$ cat config.mk
export PLATFORM = sky130hd
export DESIGN_NAME = mpeg_video_header_parser_flat
export DESIGN_NICKNAME = d
export VERILOG_FILES = /design/src/rtl/mvhp_pkg.sv /design/src/rtl/mvhp_if.sv /design/src/rtl/mpeg_video_header_parser.sv /design/src/rtl/mvhp_core.sv /design/src/flat_wrapper.sv
export SDC_FILE = /design/constraint.sdc
export NUM_CORES = 1
export LEC_CHECK = 0
export ABC_AREA = 1
export BUFFER_PORTS_ARGS = -buffer_cell sky130_fd_sc_hd__buf_2
export CORE_MARGIN = 2
export CORE_UTILIZATION = 50
export CTS_CLUSTER_SIZE = 24
export DETAILED_ROUTE_END_ITERATION = 10
export HOLD_SLACK_MARGIN = 0.12
export PLACE_DENSITY = 0.77
export REMOVE_ABC_BUFFERS = 1
export SLEW_MARGIN = 15
export SYNTH_ARGS = -nofsm -noshare
export SYNTH_HDL_FRONTEND = slang
export SYNTH_SLANG_ARGS = --single-unit
$ cat constraint.sdc
create_clock -name i_clk -period 8 [get_ports i_clk]
set_clock_uncertainty 0.05 [all_clocks]
set_input_delay 0 -clock i_clk [delete_from_list [all_inputs] [get_ports i_clk]]
set_output_delay 0 -clock i_clk [all_outputs]
set_load 0.02 [all_outputs]
$ cat src/rtl/mvhp_pkg.sv
// Shared types and constants for the MPEG video header parser.
// No dependencies; the parser top and the core import this package.
package mvhp_pkg;

    // Start-code values
    localparam logic [7:0] SC_PICTURE    = 8'h00;
    localparam logic [7:0] SC_SLICE_LAST = 8'hAF;
    localparam logic [7:0] SC_SEQUENCE   = 8'hB3;
    localparam logic [7:0] SC_EXTENSION  = 8'hB5;
    localparam logic [7:0] SC_GOP        = 8'hB8;

    // Extension identifiers
    localparam logic [3:0] EXT_SEQUENCE = 4'd1;
    localparam logic [3:0] EXT_DISPLAY  = 4'd2;
    localparam logic [3:0] EXT_PIC_CODE = 4'd8;

    // Picture coding types that carry f_codes
    localparam logic [2:0] CODING_P = 3'd2;
    localparam logic [2:0] CODING_B = 3'd3;

    // Last header byte index of each header kind
    localparam logic [2:0] SEQ_LAST      = 3'd7;
    localparam logic [2:0] GOP_LAST      = 3'd3;
    localparam logic [2:0] PIC_BASE_LAST = 3'd3;
    localparam logic [2:0] PIC_EXT_LAST  = 3'd4;
    localparam logic [2:0] EXT_SEQ_LAST  = 3'd5;
    localparam logic [2:0] EXT_PIC_LAST  = 3'd4;

    localparam int HDR_DEPTH = 5;

    typedef enum logic [2:0] {
        PH_SEARCH = 3'd0,
        PH_MARKER = 3'd1,
        PH_SEQ    = 3'd2,
        PH_EXT    = 3'd3,
        PH_GOP    = 3'd4,
        PH_PIC    = 3'd5
    } t_phase;

    typedef enum logic [1:0] {
        ST_SLICE     = 2'd0,
        ST_END       = 2'd1,
        ST_TRUNC     = 2'd2,
        ST_UNHANDLED = 2'd3
    } t_status;

    typedef struct packed {
        t_status     status;
        logic [7:0]  slice_code;
        logic [13:0] frame_width;
        logic [13:0] frame_height;
        logic [9:0]  temporal_order;
        logic [2:0]  coding_kind;
        logic [15:0] motion_ranges;
        logic [1:0]  dc_precision;
        logic [1:0]  structure_kind;
        logic [7:0]  mode_flags;
        logic [15:0] group_count;
    } t_result;

endpackage

$ cat src/rtl/mvhp_if.sv
// Valid/ready channel interfaces for the stream input and the result output.
// Depends on nothing; payload fields are plain vectors.
interface mvhp_in_if;
    logic       valid;
    logic       ready;
    logic [7:0] stream_byte;
    logic       stream_end;

    modport source (output valid, output stream_byte, output stream_end, input ready);
    modport sink   (input valid, input stream_byte, input stream_end, output ready);
endinterface

interface mvhp_out_if;
    logic        valid;
    logic        ready;
    logic [1:0]  status;
    logic [7:0]  slice_code;
    logic [13:0] frame_width;
    logic [13:0] frame_height;
    logic [9:0]  temporal_order;
    logic [2:0]  coding_kind;
    logic [15:0] motion_ranges;
    logic [1:0]  dc_precision;
    logic [1:0]  structure_kind;
    logic [7:0]  mode_flags;
    logic [15:0] group_count;

    modport source (output valid, output status, output slice_code, output frame_width,
                    output frame_height, output temporal_order, output coding_kind,
                    output motion_ranges, output dc_precision, output structure_kind,
                    output mode_flags, output group_count, input ready);
    modport sink   (input valid, input status, input slice_code, input frame_width,
                    input frame_height, input temporal_order, input coding_kind,
                    input motion_ranges, input dc_precision, input structure_kind,
                    input mode_flags, input group_count, output ready);
endinterface

$ cat src/rtl/mpeg_video_header_parser.sv
// MPEG-1/2 video header parser: start-code search, header decode, slice reporting.
// A result passes through the input register, then the result register, to o_out.
// Throughput: one stream byte per cycle, set by the single parse step; stall only while the
// result register is full and not being taken.
// Reset (i_rst_n low, synchronous): parse state, held parameters and GOP count clear.
// Depends on mvhp_pkg, mvhp_in_if, mvhp_out_if and mvhp_core.
module mpeg_video_header_parser (
    input  logic       i_clk,
    input  logic       i_rst_n,
    mvhp_in_if.sink    i_in,
    mvhp_out_if.source o_out
);
    import mvhp_pkg::*;

    // Input register: holds one byte request until the parse step takes it
    logic       r_in_valid;
    logic [7:0] r_in_byte;
    logic       r_in_end;

    // Result register
    logic       r_out_valid;
    t_result    r_out;

    logic       w_fire;
    logic       w_res_valid;
    t_result    w_res;

    // Advance the parse step whenever a byte is held and the result slot is free
    // or is being drained this cycle.
    assign w_fire     = r_in_valid && (!r_out_valid || o_out.ready);
    assign i_in.ready = !r_in_valid || w_fire;

    always_ff @(posedge i_clk) begin
        if (!i_rst_n) begin
            r_in_valid <= 1'b0;
        end else if (i_in.ready) begin
            r_in_valid <= i_in.valid;
        end
    end

    // Payload needs no reset; load on every accepted request
    always_ff @(posedge i_clk) begin
        if (i_in.valid && i_in.ready) begin
            r_in_byte <= i_in.stream_byte;
            r_in_end  <= i_in.stream_end;
        end
    end

    mvhp_core u_core (
        .i_clk       (i_clk),
        .i_rst_n     (i_rst_n),
        .i_fire      (w_fire),
        .i_byte      (r_in_byte),
        .i_end       (r_in_end),
        .o_res_valid (w_res_valid),
        .o_res       (w_res)
    );

    // Drop the result once taken; load a new one when the parse step makes one
    always_ff @(posedge i_clk) begin
        if (!i_rst_n) begin
            r_out_valid <= 1'b0;
        end else begin
            r_out_valid <= w_res_valid || (r_out_valid && !o_out.ready);
        end
    end

    always_ff @(posedge i_clk) begin
        if (w_res_valid) begin
            r_out <= w_res;
        end
    end

    assign o_out.valid          = r_out_valid;
    assign o_out.status         = r_out.status;
    assign o_out.slice_code     = r_out.slice_code;
    assign o_out.frame_width    = r_out.frame_width;
    assign o_out.frame_height   = r_out.frame_height;
    assign o_out.temporal_order = r_out.temporal_order;
    assign o_out.coding_kind    = r_out.coding_kind;
    assign o_out.motion_ranges  = r_out.motion_ranges;
    assign o_out.dc_precision   = r_out.dc_precision;
    assign o_out.structure_kind = r_out.structure_kind;
    assign o_out.mode_flags     = r_out.mode_flags;
    assign o_out.group_count    = r_out.group_count;

endmodule

$ cat src/rtl/mvhp_core.sv
// Parse state machine and held picture parameters; one stream byte per i_fire.
// Depends on mvhp_pkg.
module mvhp_core (
    input  logic              i_clk,
    input  logic              i_rst_n,
    input  logic              i_fire,
    input  logic [7:0]        i_byte,
    input  logic              i_end,
    output logic              o_res_valid,
    output mvhp_pkg::t_result o_res
);
    import mvhp_pkg::*;

    t_phase      r_phase, n_phase, w_step_phase;
    logic [2:0]  r_idx, n_idx;
    logic [1:0]  r_zero, n_zero;
    logic [7:0]  r_hdr [HDR_DEPTH];
    logic [7:0]  w_hv  [HDR_DEPTH];

    logic [13:0] r_width, n_width;
    logic [13:0] r_height, n_height;
    logic [9:0]  r_temporal, n_temporal;
    logic [2:0]  r_coding, n_coding;
    logic [15:0] r_motion, n_motion;
    logic [1:0]  r_dc, n_dc;
    logic [1:0]  r_structure, n_structure;
    logic [7:0]  r_flags, n_flags;
    logic [15:0] r_gop, n_gop;

    logic        w_in_hdr;
    logic [3:0]  w_ext_id;
    logic [2:0]  w_ext_last;
    logic [2:0]  w_pic_coding;
    logic [2:0]  w_fc;
    logic [2:0]  w_bc;
    logic        w_st_valid;
    t_status     w_status;
    logic [7:0]  w_slice;

    assign w_in_hdr = (r_phase inside {PH_SEQ, PH_EXT, PH_GOP, PH_PIC});

    // Header view: the byte being written this cycle is visible at its own index
    always_comb begin
        for (int i = 0; i < HDR_DEPTH; i++) begin
            w_hv[i] = (w_in_hdr && r_idx == 3'(i)) ? i_byte : r_hdr[i];
        end
    end

    assign w_ext_id     = w_hv[0][7:4];
    assign w_ext_last   = (w_ext_id == EXT_SEQUENCE) ? EXT_SEQ_LAST : EXT_PIC_LAST;
    assign w_pic_coding = w_hv[1][5:3];
    assign w_fc         = {w_hv[3][1:0], w_hv[4][7]};
    assign w_bc         = w_hv[4][5:3];

    // Next parse state
    always_comb begin
        w_step_phase = r_phase;
        n_idx        = r_idx;
        n_zero       = r_zero;
        case (r_phase)
            PH_SEARCH: begin
                if (i_byte == 8'h00) begin
                    if (r_zero != 2'd2) n_zero = r_zero + 2'd1;
                end else if (i_byte == 8'h01 && r_zero == 2'd2) begin
                    w_step_phase = PH_MARKER;
                    n_zero       = 2'd0;
                end else begin
                    n_zero = 2'd0;
                end
            end
            PH_MARKER: begin
                n_idx = 3'd0;
                case (i_byte)
                    SC_PICTURE:   w_step_phase = PH_PIC;
                    SC_SEQUENCE:  w_step_phase = PH_SEQ;
                    SC_EXTENSION: w_step_phase = PH_EXT;
                    SC_GOP:       w_step_phase = PH_GOP;
                    default:      w_step_phase = PH_SEARCH;
                endcase
            end
            PH_SEQ: begin
                if (r_idx == SEQ_LAST) w_step_phase = PH_SEARCH;
                else                   n_idx = r_idx + 3'd1;
            end
            PH_GOP: begin
                if (r_idx == GOP_LAST) w_step_phase = PH_SEARCH;
                else                   n_idx = r_idx + 3'd1;
            end
            PH_EXT: begin
                if (r_idx == 3'd0) begin
                    if (w_ext_id inside {EXT_SEQUENCE, EXT_PIC_CODE}) n_idx = 3'd1;
                    else                                             w_step_phase = PH_SEARCH;
                end else if (r_idx == w_ext_last) begin
                    w_step_phase = PH_SEARCH;
                end else begin
                    n_idx = r_idx + 3'd1;
                end
            end
            PH_PIC: begin
                if (r_idx == PIC_BASE_LAST) begin
                    if (w_pic_coding inside {CODING_P, CODING_B}) n_idx = r_idx + 3'd1;
                    else                                          w_step_phase = PH_SEARCH;
                end else if (r_idx == PIC_EXT_LAST) begin
                    w_step_phase = PH_SEARCH;
                end else begin
                    n_idx = r_idx + 3'd1;
                end
            end
            default: w_step_phase = PH_SEARCH;
        endcase
        n_phase = w_step_phase;
        if (i_end) begin
            n_phase = PH_SEARCH;
            n_idx   = 3'd0;
            n_zero  = 2'd0;
        end
    end

    // Field latching and result
    always_comb begin
        n_width     = r_width;
        n_height    = r_height;
        n_temporal  = r_temporal;
        n_coding    = r_coding;
        n_motion    = r_motion;
        n_dc        = r_dc;
        n_structure = r_structure;
        n_flags     = r_flags;
        n_gop       = r_gop;
        w_st_valid  = 1'b0;
        w_status    = ST_SLICE;
        w_slice     = 8'h00;
        case (r_phase)
            PH_MARKER: begin
                if (i_byte inside {[8'h01:SC_SLICE_LAST]}) begin
                    w_st_valid = 1'b1;
                    w_status   = ST_SLICE;
                    w_slice    = i_byte;
                end
            end
            PH_SEQ: begin
                if (r_idx == SEQ_LAST) begin
                    n_width  = {2'b00, w_hv[0], w_hv[1][7:4]};
                    n_height = {2'b00, w_hv[1][3:0], w_hv[2]};
                end
            end
            PH_GOP: begin
                if (r_idx == GOP_LAST) n_gop = r_gop + 16'd1;
            end
            PH_EXT: begin
                if (r_idx == 3'd0) begin
                    if (!(w_ext_id inside {EXT_SEQUENCE, EXT_DISPLAY, EXT_PIC_CODE})) begin
                        w_st_valid = 1'b1;
                        w_status   = ST_UNHANDLED;
                    end
                end else if (r_idx == w_ext_last) begin
                    if (w_ext_id == EXT_SEQUENCE) begin
                        n_width  = r_width | {w_hv[1][0], w_hv[2][7], 12'h000};
                        n_height = r_height | {w_hv[2][6:5], 12'h000};
                    end else begin
                        n_motion    = {w_hv[0][3:0], w_hv[1], w_hv[2][7:4]};
                        n_dc        = w_hv[2][3:2];
                        n_structure = w_hv[2][1:0];
                        n_flags     = {w_hv[3][7:2], r_flags[1:0]};
                    end
                end
            end
            PH_PIC: begin
                if (r_idx == PIC_BASE_LAST) begin
                    n_temporal = {w_hv[0], w_hv[1][7:6]};
                    n_coding   = w_pic_coding;
                    if (!(w_pic_coding inside {CODING_P, CODING_B})) begin
                        n_flags     = {2'b11, r_flags[5:2], 2'b00};
                        n_motion    = 16'h0000;
                        n_structure = 2'd3;
                    end
                end else if (r_idx == PIC_EXT_LAST) begin
                    n_flags     = {2'b11, r_flags[5:2], w_hv[3][2], r_flags[0]};
                    n_motion    = {1'b0, w_fc, 1'b0, w_fc, r_motion[7:0]};
                    n_structure = 2'd3;
                    if (r_coding == CODING_B) begin
                        n_flags[0]     = w_hv[4][6];
                        n_motion[7:0]  = {1'b0, w_bc, 1'b0, w_bc};
                    end
                end
            end
            default: ;
        endcase
        if (i_end && !w_st_valid) begin
            w_st_valid = 1'b1;
            w_status   = (w_step_phase inside {PH_SEQ, PH_EXT, PH_GOP, PH_PIC})
                         ? ST_TRUNC : ST_END;
        end
    end

    always_ff @(posedge i_clk) begin
        if (!i_rst_n) begin
            r_phase     <= PH_SEARCH;
            r_idx       <= 3'd0;
            r_zero      <= 2'd0;
            r_width     <= '0;
            r_height    <= '0;
            r_temporal  <= '0;
            r_coding    <= '0;
            r_motion    <= '0;
            r_dc        <= '0;
            r_structure <= '0;
            r_flags     <= '0;
            r_gop       <= '0;
        end else if (i_fire) begin
            r_phase     <= n_phase;
            r_idx       <= n_idx;
            r_zero      <= n_zero;
            r_width     <= n_width;
            r_height    <= n_height;
            r_temporal  <= n_temporal;
            r_coding    <= n_coding;
            r_motion    <= n_motion;
            r_dc        <= n_dc;
            r_structure <= n_structure;
            r_flags     <= n_flags;
            r_gop       <= n_gop;
        end
    end

    // Header byte store, no reset: only bytes of the current header are read
    always_ff @(posedge i_clk) begin
        if (i_fire && w_in_hdr && r_idx < 3'(HDR_DEPTH)) begin
            r_hdr[r_idx] <= i_byte;
        end
    end

    assign o_res_valid          = i_fire && w_st_valid;
    assign o_res.status         = w_status;
    assign o_res.slice_code     = w_slice;
    assign o_res.frame_width    = n_width;
    assign o_res.frame_height   = n_height;
    assign o_res.temporal_order = n_temporal;
    assign o_res.coding_kind    = n_coding;
    assign o_res.motion_ranges  = n_motion;
    assign o_res.dc_precision   = n_dc;
    assign o_res.structure_kind = n_structure;
    assign o_res.mode_flags     = n_flags;
    assign o_res.group_count    = n_gop;

endmodule
$ cat src/flat_wrapper.sv
// flat-port wrapper written by rule: the top's interface ports become plain ports
module mpeg_video_header_parser_flat import mvhp_pkg::*;
  (i_clk, i_rst_n, i_in_valid, i_in_stream_byte, i_in_stream_end, i_in_ready, o_out_valid, o_out_status, o_out_slice_code, o_out_frame_width, o_out_frame_height, o_out_temporal_order, o_out_coding_kind, o_out_motion_ranges, o_out_dc_precision, o_out_structure_kind, o_out_mode_flags, o_out_group_count, o_out_ready);
  mvhp_in_if i_in_i ();
  mvhp_out_if o_out_i ();
  input  logic i_clk;
  input  logic i_rst_n;
  input wire logic [$bits(i_in_i.valid)-1:0] i_in_valid;
  input wire logic [$bits(i_in_i.stream_byte)-1:0] i_in_stream_byte;
  input wire logic [$bits(i_in_i.stream_end)-1:0] i_in_stream_end;
  output wire logic [$bits(i_in_i.ready)-1:0] i_in_ready;
  output wire logic [$bits(o_out_i.valid)-1:0] o_out_valid;
  output wire logic [$bits(o_out_i.status)-1:0] o_out_status;
  output wire logic [$bits(o_out_i.slice_code)-1:0] o_out_slice_code;
  output wire logic [$bits(o_out_i.frame_width)-1:0] o_out_frame_width;
  output wire logic [$bits(o_out_i.frame_height)-1:0] o_out_frame_height;
  output wire logic [$bits(o_out_i.temporal_order)-1:0] o_out_temporal_order;
  output wire logic [$bits(o_out_i.coding_kind)-1:0] o_out_coding_kind;
  output wire logic [$bits(o_out_i.motion_ranges)-1:0] o_out_motion_ranges;
  output wire logic [$bits(o_out_i.dc_precision)-1:0] o_out_dc_precision;
  output wire logic [$bits(o_out_i.structure_kind)-1:0] o_out_structure_kind;
  output wire logic [$bits(o_out_i.mode_flags)-1:0] o_out_mode_flags;
  output wire logic [$bits(o_out_i.group_count)-1:0] o_out_group_count;
  input wire logic [$bits(o_out_i.ready)-1:0] o_out_ready;
  assign i_in_i.valid = i_in_valid;
  assign i_in_i.stream_byte = i_in_stream_byte;
  assign i_in_i.stream_end = i_in_stream_end;
  assign i_in_ready = i_in_i.ready;
  assign o_out_valid = o_out_i.valid;
  assign o_out_status = o_out_i.status;
  assign o_out_slice_code = o_out_i.slice_code;
  assign o_out_frame_width = o_out_i.frame_width;
  assign o_out_frame_height = o_out_i.frame_height;
  assign o_out_temporal_order = o_out_i.temporal_order;
  assign o_out_coding_kind = o_out_i.coding_kind;
  assign o_out_motion_ranges = o_out_i.motion_ranges;
  assign o_out_dc_precision = o_out_i.dc_precision;
  assign o_out_structure_kind = o_out_i.structure_kind;
  assign o_out_mode_flags = o_out_i.mode_flags;
  assign o_out_group_count = o_out_i.group_count;
  assign o_out_i.ready = o_out_ready;
  mpeg_video_header_parser u_core (.i_clk(i_clk), .i_rst_n(i_rst_n), .i_in(i_in_i), .o_out(o_out_i));
endmodule
# After elaboration in Yosys (flattened, before gate mapping)

Memory sizes are Yosys's and may differ from the RTL's.
Cells that the tools add are included.

$add $sub $neg: 3
$lt $le $gt $ge: 3
Equality and inequality tests: 34
Multiplexer cells: 88
Bitwise operators: 2
Reductions and logical operators: 34

Operators with widths:

| kind                                                                  | count |
|---|---|
| 16-bit two-way mux                                                    | 8 |
| 14-bit two-way mux                                                    | 8 |
| 8-bit two-way mux                                                     | 12 |
| 3-bit two-way mux                                                     | 22 |
| 14-bit case mux with 2 select lines                                   | 2 |
| 2-bit two-way mux                                                     | 19 |
| 16-bit case mux with 2 select lines                                   | 1 |
| 14-bit OR                                                             | 2 |
| 3-bit by 2-bit == test with 1-bit output, second input constant       | 9 |
| 8-bit == test, second input constant                                  | 3 |
| 10-bit two-way mux                                                    | 2 |
| 3-bit == test, second input constant                                  | 6 |
| 3-bit case mux with 6 select lines                                    | 1 |
| 16-bit by 1-bit adder with 16-bit output, second input constant       | 1 |
| 8-bit case mux with 2 select lines                                    | 1 |
| 3-bit case mux with 5 select lines                                    | 1 |
| 1-bit logical AND                                                     | 14 |
| 3-bit case mux with 4 select lines                                    | 1 |
| 8-bit by 1-bit == test with 1-bit output, second input constant       | 1 |
| 8-bit by 1-bit >= comparator with 1-bit output, second input constant | 1 |
| 8-bit less-or-equal comparator, second input constant                 | 1 |
| 8-bit zero test                                                       | 1 |
| 1-bit two-way mux                                                     | 8 |
| 4-bit by 2-bit != test with 1-bit output, second input constant       | 2 |
| other kinds (25)                                                      | 37 |

Register bits after elaboration: 199
Bits in writable memories: 40
Input port bits: 13
Output and inout port bits: 97
Logic and storage cells: 192
Memories kept: 1

Memory list:

| name                | words | width | read ports | clocked after Yosys merged registers in | write ports | RTL line        | source |
|---|---|---|---|---|---|---|---|
| u_core.u_core.r_hdr | 5     | 8     | 5          | 0                                       | 1           | mvhp_core.sv:17 | `logic [7:0] r_hdr [HDR_DEPTH];` |

# Logic depth before layout (Yosys ltp)

Gate-level depths: netlist of run 1.

Depth in word-level cells: 14
Gate-level depth with buffers: 18

# Modules after synthesis

Synthesis of run 1 repeated with hierarchy kept, for this count alone.

Cells, all modules: 1,229
Area total of the unflattened synthesis: 10,775.3 µm²

Modules (own cells, without submodules):

| module                   | instances | cells each | area each (µm²) | seq. area each (µm²) |
|---|---|---|---|---|
| mvhp_core                | 1         | 1,113      | 7,558.5         | 2,972.9 |
| mpeg_video_header_parser | 1         | 116        | 3,216.8         | 3,163.0 |

# Worst setup path before layout of run 1

Ideal clock, no wire load.

Path kind: register -> register
Start: register u_core.u_core.r_idx[0]
End: register u_core.r_out, in the netlist u_core.o_out.coding_kind[0] (enable)
Arrival time: 3.698 ns
Data required time: 7.501 ns
Setup slack: 3.804 ns
Stages on the path, launching flop included: 15
Path buffers: 1
Period minus slack after synthesis: 4.196 ns
Cells stage by stage: dfxtp_1 > inv_1 > ha_1 > inv_1 > nor2_2 > buf_2 > nand3_1 > nand2_1 > nand2_1 > nor2_8 > nor2_1 > nand4_1 > nand3_1 > nand2_1 > inv_1

Word-level cells in the longest chain between the ends: 12
Elaborated cells between the ends (all ways): 14

Ends and longest elaborated chain:

| item                                                                   | RTL line                          | source |
|---|---|---|
| from (decl)                                                            | mvhp_core.sv:15                   | `logic [2:0] r_idx, n_idx;` |
| from (signal assigned)                                                 | mvhp_core.sv:212                  | `r_idx <= n_idx;` |
| 3-bit zero test *                                                      | mvhp_core.sv:45, mvhp_core.sv:151 |  |
| 1-bit logical AND                                                      | mvhp_core.sv:45                   | `w_hv[i] = (w_in_hdr && r_idx == 3'(i)) ? i_byte : r_hdr[i];` |
| 8-bit two-way mux                                                      | mvhp_core.sv:45                   |  |
| 4-bit by 1-bit == test with 1-bit output, or another cell as far along | mvhp_core.sv:152                  | `if (!(w_ext_id inside {EXT_SEQUENCE, EXT_DISPLAY, EXT_PIC_CODE})) begin` |
| 3-bit nonzero test                                                     | mvhp_core.sv:152                  |  |
| 1-bit two-way mux                                                      | mvhp_core.sv:152                  |  |
| 1-bit two-way mux *                                                    | mvhp_core.sv:151                  | `if (r_idx == 3'd0) begin` |
| 1-bit case mux with 2 select lines *                                   | mvhp_core.sv:133                  | `case (r_phase)` |
| 1-bit zero test                                                        | mvhp_core.sv:189                  | `if (i_end && !w_st_valid) begin` |
| 1-bit logical AND                                                      | mvhp_core.sv:189                  |  |
| 1-bit two-way mux *                                                    | mvhp_core.sv:189                  |  |
| 1-bit logical AND *                                                    | mvhp_core.sv:233                  | `assign o_res_valid = i_fire && w_st_valid;` |
| via u_core.u_core.o_res_valid                                          | mvhp_core.sv:9                    | `output logic o_res_valid,` |
| to (signal assigned)                                                   | mpeg_video_header_parser.sv:70    | `r_out <= w_res;` |
| to (decl)                                                              | mpeg_video_header_parser.sv:22    | `t_result r_out;` |

Mark *: on every way through the listed nets, which the timed path passes. The rest lies on a longest branch.
A chain may end at the register's enable or synchronous reset.

# Final worst setup path of run 1

Start: register u_core.u_core.r_idx[0]
End: register u_core.r_out, in the netlist u_core.o_out.motion_ranges[3] (enable)

Same word-level chain as after synthesis.

==> results by group, run 1 <==
Finish
  – Final net count: ~1,400
  – Ant. Diodes: 0
  – Layout cells sized above 1: approximately 14%
  – Multi-input logic area: around 3700 sq um
  – Storage element area: just over 6000 sq um
  – Design area: ~12,000 sq um
  – Area growth syn-to-layout: 15.7%
  – Fill cells: ~1,800

Synthesis
  – Area leader, netlist: edfxtp_1
  – Synth top area share: around 39%
  – Cell with the most instances after synthesis: nand2_1
  – Post-synth top cells: nand2_1, inv_1, o21ai_0, nor2_1, edfxtp_1
  – Yosys warning count: 0
  – Synthesized area: between 10,000 and 15,000 sq um
  – Post-synth EDFFs: 140
  – Synth top area cells: edfxtp_1, dfxtp_1, nand2_1
  – Synth Register Bits: ~240
  – Gate Count Post-Synth: 1,234
  – Avg Cell Area, Syn: a little under 9 sq um
  – Sequential-to-total area share from yosys stat: a little under three fifths
  – Top_reg_cell synth: edfxtp_1
  – Synth cell types: about 40
  – FFs w/ async S/R, synth: 0%

CTS
  – Post CTS Setup Buffer Count: 0
  – Worst-path clk slew: approximately 0.060 ns
  – CTS tree: yes
  – Clock latency on the worst-skew pair: between 0.5 and 0.6 ns
  – CTS buffer count: 24
  – CTS root buf: clkbuf_16
  – Htree depth: 1
  – Clk buf depth: 3
  – CTS sink count: between 200 and 250

Power
  – Sw Share: a little under a quarter
  – Logic pwr share: 7.6%
  – Switch Pwr: ~630 uW
  – Leakage Power: 5.48 nW
  – Internal power: approximately 2.0 mW
  – Pwr Total: approximately 2.7 mW
  – Peak supply drop: approximately 0.14 mV
  – Pwr/cell area: about 220 nW/um^2
  – Flop pwr share: 51.1%
  – Clk pwr share: between 40% and 50%

Drt
  – Avg Vias per Cell: between 5 and 6
  – 1st-iter DRT viols: roughly 1,000
  – Routed WL per cell: between 15 and 20 um
  – Post-route ant nets: 0
  – First drt pass iteration count: 5
  – Drt total wl: between 20,000 and 30,000 um
  – Residual DRC count: 0
  – Vias: around 8,800

Place
  – IO Port Bufs: approximately 110
  – Post-DP Area: approximately 11,000 sq um
  – Detail Placement HPWL: 17,000 um
  – Gpl congestion: around 0.95

STA
  – F_max: about 240 MHz
  – Final hold vios: 0
  – RSZ-0062 raised after global routing: false
  – Fin crit period: between 4 and 5 ns
  – Slew margin rel.: between 30% and 40%
  – Final setup violation count: 0
  – Tcrit/Tclk final: 51.7%
  – Sum of negative setup slack: 0 ns
  – Measured slew at the worst slew-check pin: between 0.9 and 1 ns
  – Max-slew violation count: 0

Run
  – MaxCap Viol Count: 0

Status
  – Outcome: complete, no violations

Setup path
  – Worst Setup End Kind: register
  – Worst Setup Start Kind: register
  – Critical Path AT: ~4.2 ns
  – Slowest cell delay on critical path: a little over 0.7 ns
  – R2r setup slk: a little under 4 ns
  – Worst path cell trace: inv_1 > ha_1 > inv_1 > nor2_2 > nand2_4 > nand2_1 > nand2_1 > nand2_1 > nor2_8 > nor2_1 > nand4_1 > nand3_1 > nand2_1 > clkinv_2 > buf_4
  – Critical path required time: ~8.1 ns
  – Critical Path Fanout Max: 67
  – CP most frequent cell: nand2_1
  – WS Path Type: register to register
  – R2R cell count: 15
  – Critical path's slowest cell: buf_4

Floorplanning
  – Die height: 151 um
  – IO Count: 110
  – Initial Utilization: 51.1%
  – Core Area: between 20,000 and 25,000 sq um
  – Die Wd: 151 um
  – Die area: 22,700 sq um
  – Row cnt: between 50 and 60

GRT
  – Congestion Overflow GR: 0
  – Vias in the first global route: 8,034
  – Global-route wire length before repair: between 40,000 and 50,000 um
  – Largest net degree at the start of global routing: between 80 and 90
  – Initial antenna violation count: 0
  – Total track usage: 23.2%

Min path
  – Hold/Removal Path Class: primary input to register
  – Hold path depth: 2
-- metal layers --
metal  share of wire [%]  global-route usage (%)  vias up  wire (um)
met2                  46                    37.1      371      12100
met5                   0                       0        -          0
met1                  43                    32.0     4110      11200
met4                 3.6                    8.96        0        959
li1                    -                       -     4296          -
met3                 8.1                    3.21       67       2150
-- final timing paths --
path,from,endpoint
worst max-delay path,u_core.u_core.r_idx[0],u_core.o_out.motion_ranges[3]
worst min-delay path,i_in_stream_byte[3],u_core.r_in_byte[3]
worst max register to register,u_core.u_core.r_idx[0],u_core.o_out.motion_ranges[3]
worst min register to register,u_core.u_core.r_zero[1],u_core.u_core.r_zero[1]
-- final cells by class --
type	instances	share of cell area, %
well taps	275	2.77
multi-input cells	762	29.9
inverters	184	5.58
clock buffers	34	5.39
flip-flops and latches	235	49.2
clock inverters	9	0.766
repair buffers	137	6.45
-- state kept, by name, indices dropped and copies added (netlist names), 8 cells and up --
name,count
u_core.u_core.r_height,14
u_core.u_core.r_flags,8
u_core.u_core.r_width,14
u_core.u_core.r_gop,16
u_core.u_core.r_hdr,36
u_core.o_out.temporal_order,10
u_core.o_out.group_count,16
u_core.u_core.r_motion,16
u_core.o_out.slice_code,8
u_core.o_out.motion_ranges,16
u_core.u_core.r_temporal,10
u_core.o_out.frame_width,14
u_core.o_out.frame_height,14
u_core.r_in_byte,8
u_core.o_out.mode_flags,8
-- through the flow --
stage	util (%)	setup slack, ns	std cells	hold slack [ns]
floorplan	-	2.20	1181	0.0489
global placement	54.6	4.10	1575	0.133
detailed placement	54.6	3.97	1575	0.128
CTS	59.1	3.92	1636	0.125
global route	59.1	3.56	1636	0.136
finish	59.1	3.86	1636	0.140
-- power by group through the flow --
| stage | registers, mW | clock network, mW | logic, mW |
|---|---|---|---|
| global route | 1.37 | 1.17 | 0.229 |
| floorplan | 1.40 | 0 | 0.117 |
| detailed placement | 1.39 | 0 | 0.194 |
| global placement | 1.39 | 0 | 0.187 |
| CTS | 1.37 | 1.12 | 0.202 |
| finish | 1.37 | 1.10 | 0.203 |
-- cells in the final DEF, fill, tap and decap left out, types with 10 or more instances in the layout --
cell type / count
nand3_1: 62
o21ai_0: 155
nand2_1: 206
clkbuf_16: 25
nor2_1: 142
dlygate4sd3_1: 18
o211ai_1: 11
buf_2: 109
nand2_2: 10
xor2_1: 11
a21oi_1: 77
dfxtp_1: 95
o21ai_1: 19
edfxtp_1: 140
buf_4: 10
inv_1: 176
-- what timing repair did --
action | 4_1_cts | 5_1_grt
hold endpoints to repair | 34 | 0
hold buffers | 18 | 0
gates resized for setup | 0 | 0
-- logic make-up (layout without fill, tap and decap cells) --
group / Yosys count / count (layout) / synth area share [%]
AND/OR/NAND/NOR: 465 / 465 / 18.9
AO/OA/AOI/OAI: 277 / 277 / 13.7
buffers and inverters: 237 / 364 / 8.65
flip-flops: 235 / 235 / 56.9
XOR/XNOR: 12 / 12 / 0.979
adder cells (fa/ha/maj): 8 / 8 / 0.932
-- critical path: cells and delay by family (launching register included) --
family	cells	cell delay [ns]
flops	1	0.38
fa+ha+maj	1	0.20
simple gates	10	1.64
buf+inv	4	1.39
Power figures use the tool's default switching activity.
==> run 2, diff against run 1 <==
ABC_AREA = 0   (was 1)
PLACE_DENSITY = 0.8   (was 0.77)
clock period = 3.6 ns   (was 8 ns; I/O delays follow)
==> run 2 against run 1 <==
  * Synthesized cell count decreased by 24%
  * Clock-buffer cell count down 4
  * Critical path depth fell by 7
  * Die area fell by 6.2%
  * Total power rose by 110%
  * Cell count fell by 19%
  * Non-clock buffer count grew 2
  * Sequential share of layout area increased by 2.1 points
  * Setup slack got worse by 3.3 ns
  * Critical path type unchanged
==> results by group, run 2 <==
Drt
  – Vias: between 7,000 and 8,000
  – Residual DRC count: 0
  – Drt total wl: 23,100 um
  – Post-route ant nets: 0
  – Avg Vias per Cell: 5.59
  – Routed WL per cell: about 17 um
  – First drt pass iteration count: 5
  – 1st-iter DRT viols: 578

Floorplanning
  – Die height: roughly 150 um
  – Initial Utilization: between 50 and 60%
  – Row cnt: 51
  – Core Area: around 20,000 sq um
  – Die Wd: ~150 um
  – IO Count: 110
  – Die area: 21,200 sq um

Synthesis
  – Synth Register Bits: between 200 and 250
  – Area leader, netlist: edfxtp_1
  – Sequential-to-total area share from yosys stat: 59.9%
  – FFs w/ async S/R, synth: 0%
  – Synthesized area: 10,000 sq um
  – Yosys warning count: 0
  – Synth top area cells: edfxtp_1, dfxtp_1, nand2_1
  – Top_reg_cell synth: edfxtp_1
  – Gate Count Post-Synth: 941
  – Synth cell types: 73
  – Post-synth EDFFs: ~140
  – Synth top area share: between 40% and 50%
  – Post-synth top cells: nand2_1, edfxtp_1, dfxtp_1, a21oi_1, nor2_1
  – Cell with the most instances after synthesis: nand2_1
  – Avg Cell Area, Syn: roughly 11 sq um

Run
  – MaxCap Viol Count: 0

Finish
  – Biggest register: u_core.u_core.r_hdr
  – Layout cells sized above 1: between 15 and 20%
  – Area growth syn-to-layout: 16.8%
  – Design area: 11,700 sq um
  – Fin cells: 1,332
  – Largest register FFs: 33
  – Final net count: between 1,000 and 1,500
  – Commonest non-fill, non-tap cell in the layout: nand2_1
  – Most frequent cells in the layout: nand2_1, edfxtp_1, buf_2
  – Core Util, Final: between 50% and 60%
  – Ant. Diodes: 0

Power
  – Peak supply drop: roughly 0.34 mV
  – Leakage Power: ~4.3 nW
  – Pwr/cell area: approximately 480 nW/um^2
  – Pwr Total: 5.60 mW

STA
  – Final setup violation count: 0
  – Measured slew at the worst slew-check pin: 0.906 ns
  – Final hold vios: 0
  – RSZ-0062 raised after global routing: false
  – Fin crit period: ~3 ns
  – Worst hold slack: roughly 0.13 ns
  – Sum of negative setup slack: 0 ns
  – Slew margin rel.: 39.4%
  – F_max: 333 MHz
  – Tcrit/Tclk final: a little over four fifths
  – Final WS setup: approximately 0.60 ns
  – Max-slew violation count: 0

Place
  – Gpl congestion: approximately 0.9
  – Post-DP Area: 10,800 sq um
  – Placed cell count: between 1,000 and 1,500
  – Detail Placement HPWL: approximately 14,000 um
  – Pre-CTS WS: approximately 0.64 ns
  – IO Port Bufs: between 100 and 150

CTS
  – Worst-path clk slew: 0.06 ns
  – # resized after CTS: 0
  – Clock latency on the worst-skew pair: 0.52 ns
  – CTS tree: yes
  – CTS sink count: 232
  – Clk buf depth: 3
  – Htree depth: 1
  – CTS root buf: clkbuf_16
  – CTS buffer count: 24

Setup path
  – WS Path Type: register to register
  – Critical path required time: between 3 and 4 ns
  – Critical Path AT: 3.36 ns
  – Slowest cell delay on critical path: between 0.5 and 0.6 ns
  – Critical Path Fanout Max: 10
  – Worst Setup End Kind: register
  – Worst Setup Start Kind: register
  – Critical path's slowest cell: dfxtp_1
  – Worst path cell trace: ha_1 > ha_1 > and4bb_1 > nand4_1 > nor3_1 > nand4_1 > xnor2_1 > and2_1

Status
  – Outcome: complete, no violations

Min path
  – Hold/Removal Path Class: primary input to register

GRT
  – Largest net degree at the start of global routing: 67
  – Congestion Overflow GR: 0
  – Total track usage: about a fifth
  – Vias in the first global route: ~7,200
  – Initial antenna violation count: 0
  – Global-route wire length before repair: roughly 37,000 um
[run 2: cell types whose count changed after synthesis, sizes merged, moves of 9 or more]
cell / previous run / this run
o22ai: 0 / 10
nor2: 147 / 69
mux2i: 0 / 29
xnor2: 1 / 20
o21ai: 176 / 55
nand3: 69 / 30
nand2: 220 / 178
and2: 0 / 21
o211ai: 14 / 5
inv: 182 / 11
nand2b: 0 / 9
[run 2: area by class of cell]
type | count | area, sq um
Sequential cell | 232 | 6020
Timing Repair Buffer | 139 | 818
Tap cell | 265 | 332
Clock inverter | 14 | 158
Multi-Input combinational cell | 640 | 3730
Fill cell | 1589 | 7850
Inverter | 12 | 45.0
Clock buffer | 30 | 643
[run 2: timing repair]
action / in CTS / in global routing
hold endpoints to repair: 93 / 0
hold buffers: 14 / 0
setup buffers: 0 / 0
[run 2: cells by family (layout without fill, tap and decap cells)]
kind of cell,after synthesis,after routing,synth area share [%]
DFF,232,232,59.9
xor gates and xnor gates,34,34,3.04
AOI/OAI and AO/OA,197,197,12.1
and+or+nand+nor,371,371,17.7
buffers and inverters,69,195,3.22
muxes,30,30,3.00
adders and majority gates,8,8,0.996
[run 2: report_power, final]
group | switching, mW | internal (mW)
registers | 0.0341 | 2.85
logic | 0.165 | 0.0643
clock network | 1.00 | 1.48
[run 2: metal layers]
metal	wire (um)	GRT usage, %	share of wire, %
met5	0	0	0
met4	490	6.37	2.1
met1	10100	28.9	44
met2	11000	35.5	48
met3	1510	3.42	6.5
[run 2: worst paths after layout]
| path | start | end | slack [ns] | cells past startpoint |
|---|---|---|---|---|
| setup reg to reg | u_core.u_core.r_idx[0] | u_core.u_core.r_gop[9] | 0.60 | 8 |
| hold reg to reg | u_core.u_core.r_height[0] | u_core.u_core.r_height[0] | 0.40 | 2 |
| setup / recovery | u_core.u_core.r_idx[0] | u_core.u_core.r_gop[9] | 0.60 | 8 |
| hold / removal | i_in_stream_byte[0] | u_core.r_in_byte[0] | 0.13 | 2 |
[run 2: critical path, delay by kind of cell (launching register included)]
kind / cells / cell delay (ns)
adders and majority gates: 2 / 0.54
DFF: 1 / 0.53
and+or+nand+nor: 5 / 1.63
xor gates and xnor gates: 1 / 0.15
